===== src/rtl/dnat_pkg.sv =====
package dnat_pkg;

    localparam int unsigned PORT_W            = 16;
    localparam int unsigned ADDR_W            = 64;
    localparam int unsigned V4_W              = 32;
    localparam int unsigned CFG_IDX_W         = 3;
    localparam int unsigned CFG_DATA_W        = 64;
    localparam int unsigned TRACK_ENTRIES_DEF = 65536;
    localparam int unsigned QUEUE_DEPTH       = 2;

    // Power-on values of the configuration registers.
    localparam logic [V4_W-1:0]   RST_REDIR_V4       = 32'h4D58_0808;
    localparam logic [ADDR_W-1:0] RST_REDIR_V6_UPPER = 64'h2A02_06B8_0000_0000;
    localparam logic [ADDR_W-1:0] RST_REDIR_V6_LOWER = 64'h0000_0000_FEED_00FF;
    localparam logic [PORT_W-1:0] RST_REDIR_PORT     = 16'd1253;
    localparam logic [PORT_W-1:0] RST_QUERY_PORT     = 16'd53;

    typedef enum logic [CFG_IDX_W-1:0] {
        CFG_REDIR_V4       = 3'd0,
        CFG_REDIR_V6_UPPER = 3'd1,
        CFG_REDIR_V6_LOWER = 3'd2,
        CFG_REDIR_PORT     = 3'd3,
        CFG_QUERY_PORT     = 3'd4
    } t_cfg_idx;

    typedef struct packed {
        logic [V4_W-1:0]   redirect_ipv4_addr;
        logic [ADDR_W-1:0] redirect_ipv6_upper;
        logic [ADDR_W-1:0] redirect_ipv6_lower;
        logic [PORT_W-1:0] redirect_port;
        logic [PORT_W-1:0] query_port;
    } t_cfg;

    typedef struct packed {
        logic              is_outbound;
        logic              is_udp;
        logic              is_ipv6;
        logic [PORT_W-1:0] source_port;
        logic [PORT_W-1:0] dest_port;
        logic [ADDR_W-1:0] source_addr_high;
        logic [ADDR_W-1:0] source_addr_low;
        logic [ADDR_W-1:0] dest_addr_high;
        logic [ADDR_W-1:0] dest_addr_low;
    } t_req;

    typedef struct packed {
        logic [PORT_W-1:0] out_source_port;
        logic [PORT_W-1:0] out_dest_port;
        logic [ADDR_W-1:0] out_source_high;
        logic [ADDR_W-1:0] out_source_low;
        logic [ADDR_W-1:0] out_dest_high;
        logic [ADDR_W-1:0] out_dest_low;
        logic              was_rewritten;
    } t_rsp;

    typedef enum logic [1:0] {
        KIND_PASS     = 2'd0,
        KIND_REDIRECT = 2'd1,
        KIND_RESTORE  = 2'd2
    } t_kind;

    // One classified packet on its way from the front to the back.
    typedef struct packed {
        t_kind             kind;
        logic [PORT_W-1:0] slot;
        t_req              req;
    } t_cmd;

    // One row of the translation table.
    typedef struct packed {
        logic              valid;
        logic              ipv6;
        logic [PORT_W-1:0] port_tag;
        logic [ADDR_W-1:0] addr_high;
        logic [ADDR_W-1:0] addr_low;
    } t_entry;

endpackage


===== src/rtl/dnat_fifo.sv =====
module dnat_fifo
    import dnat_pkg::*;
#(
    parameter type t_data = logic
) (
    input  logic  i_clk,
    input  logic  i_rst_n,
    input  logic  i_push,
    input  t_data i_data,
    output logic  o_full,
    input  logic  i_pop,
    output t_data o_data,
    output logic  o_empty
);

    localparam int unsigned PTR_W = (QUEUE_DEPTH > 1) ? $clog2(QUEUE_DEPTH) : 1;
    localparam int unsigned CNT_W = $clog2(QUEUE_DEPTH + 1);
    localparam logic [PTR_W-1:0] PTR_LAST = PTR_W'(QUEUE_DEPTH - 1);
    localparam logic [CNT_W-1:0] CNT_FULL = CNT_W'(QUEUE_DEPTH);

    t_data            r_data [QUEUE_DEPTH];
    logic [PTR_W-1:0] r_wptr, n_wptr;
    logic [PTR_W-1:0] r_rptr, n_rptr;
    logic [CNT_W-1:0] r_count, n_count;
    logic             do_push, do_pop;

    assign o_full  = (r_count == CNT_FULL);
    assign o_empty = (r_count == '0);
    assign o_data  = r_data[r_rptr];
    assign do_push = i_push && !o_full;
    assign do_pop  = i_pop && !o_empty;

    always_comb begin
        n_wptr  = r_wptr;
        n_rptr  = r_rptr;
        n_count = r_count;
        if (do_push) begin
            n_wptr = (r_wptr == PTR_LAST) ? '0 : r_wptr + 1'b1;
        end
        if (do_pop) begin
            n_rptr = (r_rptr == PTR_LAST) ? '0 : r_rptr + 1'b1;
        end
        if (do_push && !do_pop) begin
            n_count = r_count + 1'b1;
        end else if (do_pop && !do_push) begin
            n_count = r_count - 1'b1;
        end
    end

    always_ff @(posedge i_clk) begin
        if (!i_rst_n) begin
            r_wptr  <= '0;
            r_rptr  <= '0;
            r_count <= '0;
        end else begin
            r_wptr  <= n_wptr;
            r_rptr  <= n_rptr;
            r_count <= n_count;
        end
    end

    always_ff @(posedge i_clk) begin
        if (do_push) begin
            r_data[r_wptr] <= i_data;
        end
    end

endmodule


===== config.mk =====
export PLATFORM = sky130hd
export DESIGN_NAME = dnat_fifo
export DESIGN_NICKNAME = d
export VERILOG_FILES = /design/src/rtl/dnat_pkg.sv /design/src/rtl/dnat_fifo.sv
export SDC_FILE = /design/constraint.sdc
export NUM_CORES = 1
export LEC_CHECK = 0
export ABC_CLOCK_PERIOD_IN_PS = 1600
export BUFFER_PORTS_ARGS = -buffer_cell sky130_fd_sc_hd__buf_2
export CORE_AREA = 2 2 39 41
export CTS_CLUSTER_SIZE = 28
export DETAILED_ROUTE_END_ITERATION = 12
export DIE_AREA = 0 0 41 43
export GPL_TIMING_DRIVEN = 0
export PLACE_DENSITY = 0.43
export SLEW_MARGIN = 20
export SYNTH_ARGS = -nofsm -noshare
export SYNTH_HDL_FRONTEND = slang
export SYNTH_SLANG_ARGS = --single-unit

===== constraint.sdc =====
create_clock -name i_clk -period 1.6 [get_ports i_clk]
set_input_delay 0.32 -clock i_clk [delete_from_list [all_inputs] [get_ports i_clk]]
set_output_delay 0.32 -clock i_clk [all_outputs]
set_load 0.05 [all_outputs]

Word-level counts from Yosys, hierarchy flattened
Memories as Yosys holds them, arrays and structs flattened. A register that Yosys moved wholly into a read port is not among the register bits.
Index checks and enable logic that the tools add are counted.
{ "op_classes": {"add_sub_neg": 4, "n_eq_ne": 1, "mux": 8, "reduce_logical": 10} }
{ "op_table": {"columns": ["operator", "n"], "rows": [
  ["$mux W1", 6],
  ["$logic_and A1 B1 Y1", 4],
  ["$logic_not A1 Y1", 4],
  ["$mux W2", 2],
  ["$add A1 B1 Y1 const B", 2],
  ["$add A2 B1 Y2 const B", 1],
  ["$eq A2 B2 Y1 const B", 1],
  ["$logic_not A2 Y1", 1],
  ["$reduce_bool A2 Y1", 1],
  ["$sub A2 B1 Y2 const B", 1]
]} }
{ "word_totals": {"reg_bits": 4, "ramBits": 2, "in_bits": 5, "wordCells": 27, "n_memories": 1} }
{ "mem_list": {"columns": ["memory", "words", "word_bits", "read_ports", "rd_clocked_by_memory_dff", "wr", "line", "source"], "rows": [
  ["r_data", 2, 1, 1, 1, 1, "dnat_fifo.sv:21", "t_data r_data [QUEUE_DEPTH];"]
]} }

Depth between registers and ports, before layout
{ "logic_depth": {"depth_word": 7, "mapped_depth": 7} }

Worst setup path before layout
Ideal clock, no wire load.
{ "synth_path": {"path_kind": "reg2reg", "from": "register r_count[0]", "to": "register r_count[1]", "setup_time_ps": 70, "arrival_time_ps": 1559, "path_slack_ps": -29, "path_stages_with_launch": 7, "period_less_slack_ps": 1629, "cell_sequence": "dfxtp_1 > nand2b_1 > inv_2 > nor2_1 > ha_1 > or3_1 > a21boi_1"} }
{ "synth_via": {"elab_chain_cells": 6} }
{ "synth_rtl": {"columns": ["element", "line", "source"], "rows": [
  ["from (decl)", "dnat_fifo.sv:24", "logic [CNT_W-1:0] r_count, n_count;"],
  ["from (signal assigned)", "dnat_fifo.sv:58", "r_count <= n_count;"],
  ["$eq A2 B2 Y1 *", "dnat_fifo.sv:27", "assign o_full = (r_count == CNT_FULL);"],
  ["net o_full", "dnat_fifo.sv:10", "output logic o_full,"],
  ["$logic_not A1 Y1 *", "dnat_fifo.sv:30", "assign do_push = i_push && !o_full;"],
  ["$logic_and A1 B1 Y1 *", "dnat_fifo.sv:30", null],
  ["$logic_not A1 Y1", "dnat_fifo.sv:45", "end else if (do_pop && !do_push) begin"],
  ["$logic_and A1 B1 Y1", "dnat_fifo.sv:45", null],
  ["$reduce_bool A2 Y1 (no source line)", null, null]
]} }
The timed path passes the listed nets; every way through them passes the cells marked *. The select of a mux whose other input is x is not followed.
A chain may end at the register's enable or synchronous reset.

Worst setup path after layout
{ "layout_path": {"from": "register r_count[1]", "to": "register r_count[1]"} }
{ "layout_via": {"elab_chain_cells": 6} }
{ "layout_rtl": {"columns": ["element", "line"], "rows": [
  ["$eq A2 B2 Y1 / $logic_not A2 Y1 (equally long branches)", "dnat_fifo.sv:27, dnat_fifo.sv:28"],
  ["$logic_not A1 Y1 (on tied branches)", "dnat_fifo.sv:30, dnat_fifo.sv:31"],
  ["$logic_and A1 B1 Y1 (on tied branches)", "dnat_fifo.sv:30, dnat_fifo.sv:31"],
  ["$logic_not A1 Y1 (on tied branches)", "dnat_fifo.sv:45, dnat_fifo.sv:43"],
  ["$logic_and A1 B1 Y1 (on tied branches)", "dnat_fifo.sv:45, dnat_fifo.sv:43"],
  ["$reduce_bool A2 Y1 (no source line) / $mux W2 (equally long branches)", null]
]} }
Parallel ways exist; a longest one is shown, timed or not. The select of a mux whose other input is x is not followed.

==> out/results.tsv <==
stage	metric	value	unit
route	routed wire length per instance	8.800	µm
place	# port buffers	7	
die	CORE AREA	1384	µm²
clocking	CTS Buffer Depth	2	
timing	max_slew headroom	84.00	%
global_route	antenna violations before repair	0	
worst_setup_path	Critical Path Start Type	flip-flop	
timing	PnR worst setup slack	96.00	ps
die	die width	41	µm
die	Die ar.	1763	µm²
place	dpl hpwl	382.9	µm
die	DIE HEIGHT	43	µm
synthesis	post-synthesis instance total	28	
synthesis	post-synth cell types	19	
synthesis	synth warn	0	
cells_and_area	Nets	46	
route	router iterations before antenna repair	4	
worst_setup_path	crit-path max cell delay	410	ps
route	DR iter-0 viols	1	
clocking	clk_lat worst skew	240	ps
cells_and_area	share of cells above drive strength 1	41.03	%
cells_and_area	antenna fix cells	0	
route	post-route ant nets	0	
cells_and_area	P&R area growth vs syn	31.15	%
synthesis	Synth Register Bits	7	
route	via count	222	
worst_setup_path	critical path cell sequence	nand2b_4 -> inv_4 -> nor2_2 -> ha_1 -> or3_1 -> a21boi_1	
cells_and_area	most frequent cells in the layout	buf_2 (7), dfxtp_1 (4), and2_1 (3), clkbuf_4 (3)	
worst_setup_path	WS Path Type	flip-flop to flip-flop	
clocking	cts hold-fix bufs	0	
timing	Sum Neg Setup Slack	0	ps
die	Ports	8	
timing	FMAX	664.9	MHz
status	run status	completed	
die	Rows	14	
global_route	total grt overflow	0	
cells_and_area	final design utilization	28.93	%
route	DRC viols	0	
place	placed cells	51	
worst_hold_path	HP Class	primary input to flip-flop	
global_route	largest net degree at the start of global routing	6	
worst_hold_path	hold path cells	1	
worst_setup_path	CP required	1770	ps
synthesis	mean post-synth cell area	10.90	µm²
place	Post-Place Worst Slack	-43.02	ps
power_and_ir_drop	total power divided by cell area	2066	nW/µm²
synthesis	sequential share of the synthesized area	52.46	%
route	final WL	484	µm
timing	Final setup violation count	0	
timing	final hold slack	262.0	ps
clocking	H-tree depth	1	
worst_setup_path	CP Capture Type	flip-flop	
cells_and_area	most common cell after layout, fill and taps aside	buf_2	
worst_setup_path	Worst EP arrival	1680	ps
run	number of max-cap violations	0	
timing	Max Slew Vio Count	0	
synthesis	Post-Syn Nets	34	
timing	RSZ-0062 raised after global routing	false	
die	initial core utilization	22.06	%
clocking	Root Driver	clkbuf_4	
global_route	vias in the first global route	208	
route	Vias/cell	4.036	
synthesis	Netlist Area Pre-Place	305.3	µm²
timing	min Tclk post-route	1504	ps
clocking	CTS tree	yes	
place	gpl congestion	0.6858	
clocking	Worst-path clk slew	50	ps
timing	crit share post-route	94.00	%
global_route	GRT Total Usage	7.374	%
clocking	CTS buffer count	3	
cells_and_area	final non-filler cell total	55	
worst_setup_path	slowest library cell on the worst path	dfxtp_1	
timing	Least-Margin Pin Slew	238.3	ps
timing	Final Hold Fails	0	
global_route	first-pass GRT wire length	793	µm
worst_setup_path	Reg2Reg Depth	6	
power_and_ir_drop	Lkg Pwr	0.1710	nW
timing	Worst Skew	3.115	ps
power_and_ir_drop	VDD IR max	0.5769	mV
worst_setup_path	worst-path maximum fanout	5	
cells_and_area	FILL cells	146	
clocking	Sinks on Clock Net	7	
[synthesized netlist by cell type, drive strengths merged]
master / instances / area share, %
xnor2: 2 / 5.7
or3: 1 / 2.1
and2: 3 / 6.1
inv: 2 / 2.5
ha: 1 / 4.1
o21ai: 2 / 3.3
nor2: 2 / 2.5
nand2b: 1 / 2.1
and3: 1 / 2.1
mux2: 1 / 3.7
dfxtp: 5 / 33
a21boi: 2 / 4.9
edfxtp: 2 / 20
xor2: 1 / 2.9
nor3: 1 / 3.3
o21a: 1 / 2.5
[repair_timing]
item	4_1_cts	5_1_grt
hold endpoints to repair	0	0
pin swaps	0	1
setup endpoints to repair	1	1
gates resized for setup	2	1
buffers inserted	0	0
[worst max-delay path: cells and delay by family (launching register included)]
family          cells  cell delay, ps
fa+ha+maj           1             330
flops               1             410
buf+inv             1              60
simple gates        3             480
compound gates      1             150
[final timing paths]
| check | from | to | slack, ps |
|---|---|---|---|
| max reg2reg | r_count[1] | r_count[1] | 100 |
| min | i_data | r_data[0] | 260 |
| min reg2reg | r_count[1] | r_count[1] | 560 |
| max | r_count[1] | r_count[1] | 100 |
[layer usage]
layer	wire length (µm)	track usage (%)
met3	40	8.377
met5	0	0
met4	18	2.000
met2	237	10.63
met1	187	6.557
[per-stage QoR]
| stage | power (W) | instance area, µm² |
|---|---|---|
| final | 0.0008273 | 400.4 |
| after global routing | 0.0008828 | 400.4 |
| after CTS | 0.0008396 | 397.9 |
| after detailed placement | 0.0006563 | 362.8 |
| after global placement | 0.0006427 | 362.8 |
| after floorplan | 0.0005833 | 307.8 |
[cell type report]
type,instances,area [µm²],area share [%]
flip-flops and latches,7,161.4,40.31
repair buffers,7,35.03,8.750
multi-input cells,19,147.6,36.88
well taps,16,20.02,5.000
inverters,2,10.01,2.500
clock buffers,4,26.28,6.563
[report_power, final]
| group | switching, W | internal, W | leakage (nW) |
|---|---|---|---|
| Sequential | 0.0000457 | 0.000240 | 0.0603 |
| Clock | 0.0000590 | 0.0000948 | 0.0150 |
| Combinational | 0.000238 | 0.000150 | 0.0958 |
| Total | 0.000343 | 0.000485 | 0.171 |
[cell families (layout without fill, tap and decap cells)]
group / Yosys count / count (layout) / synth area share (%)
buffers and inverters: 2 / 13 / 2.457
muxes: 1 / 1 / 3.688
adders and majority gates: 1 / 1 / 4.098
and+or+nand+nor: 9 / 9 / 18.04
AOI/OAI and AO/OA: 5 / 5 / 10.66
xor gates and xnor gates: 3 / 3 / 8.608
DFF: 7 / 7 / 52.46
(Power assumes the default switching activity.)
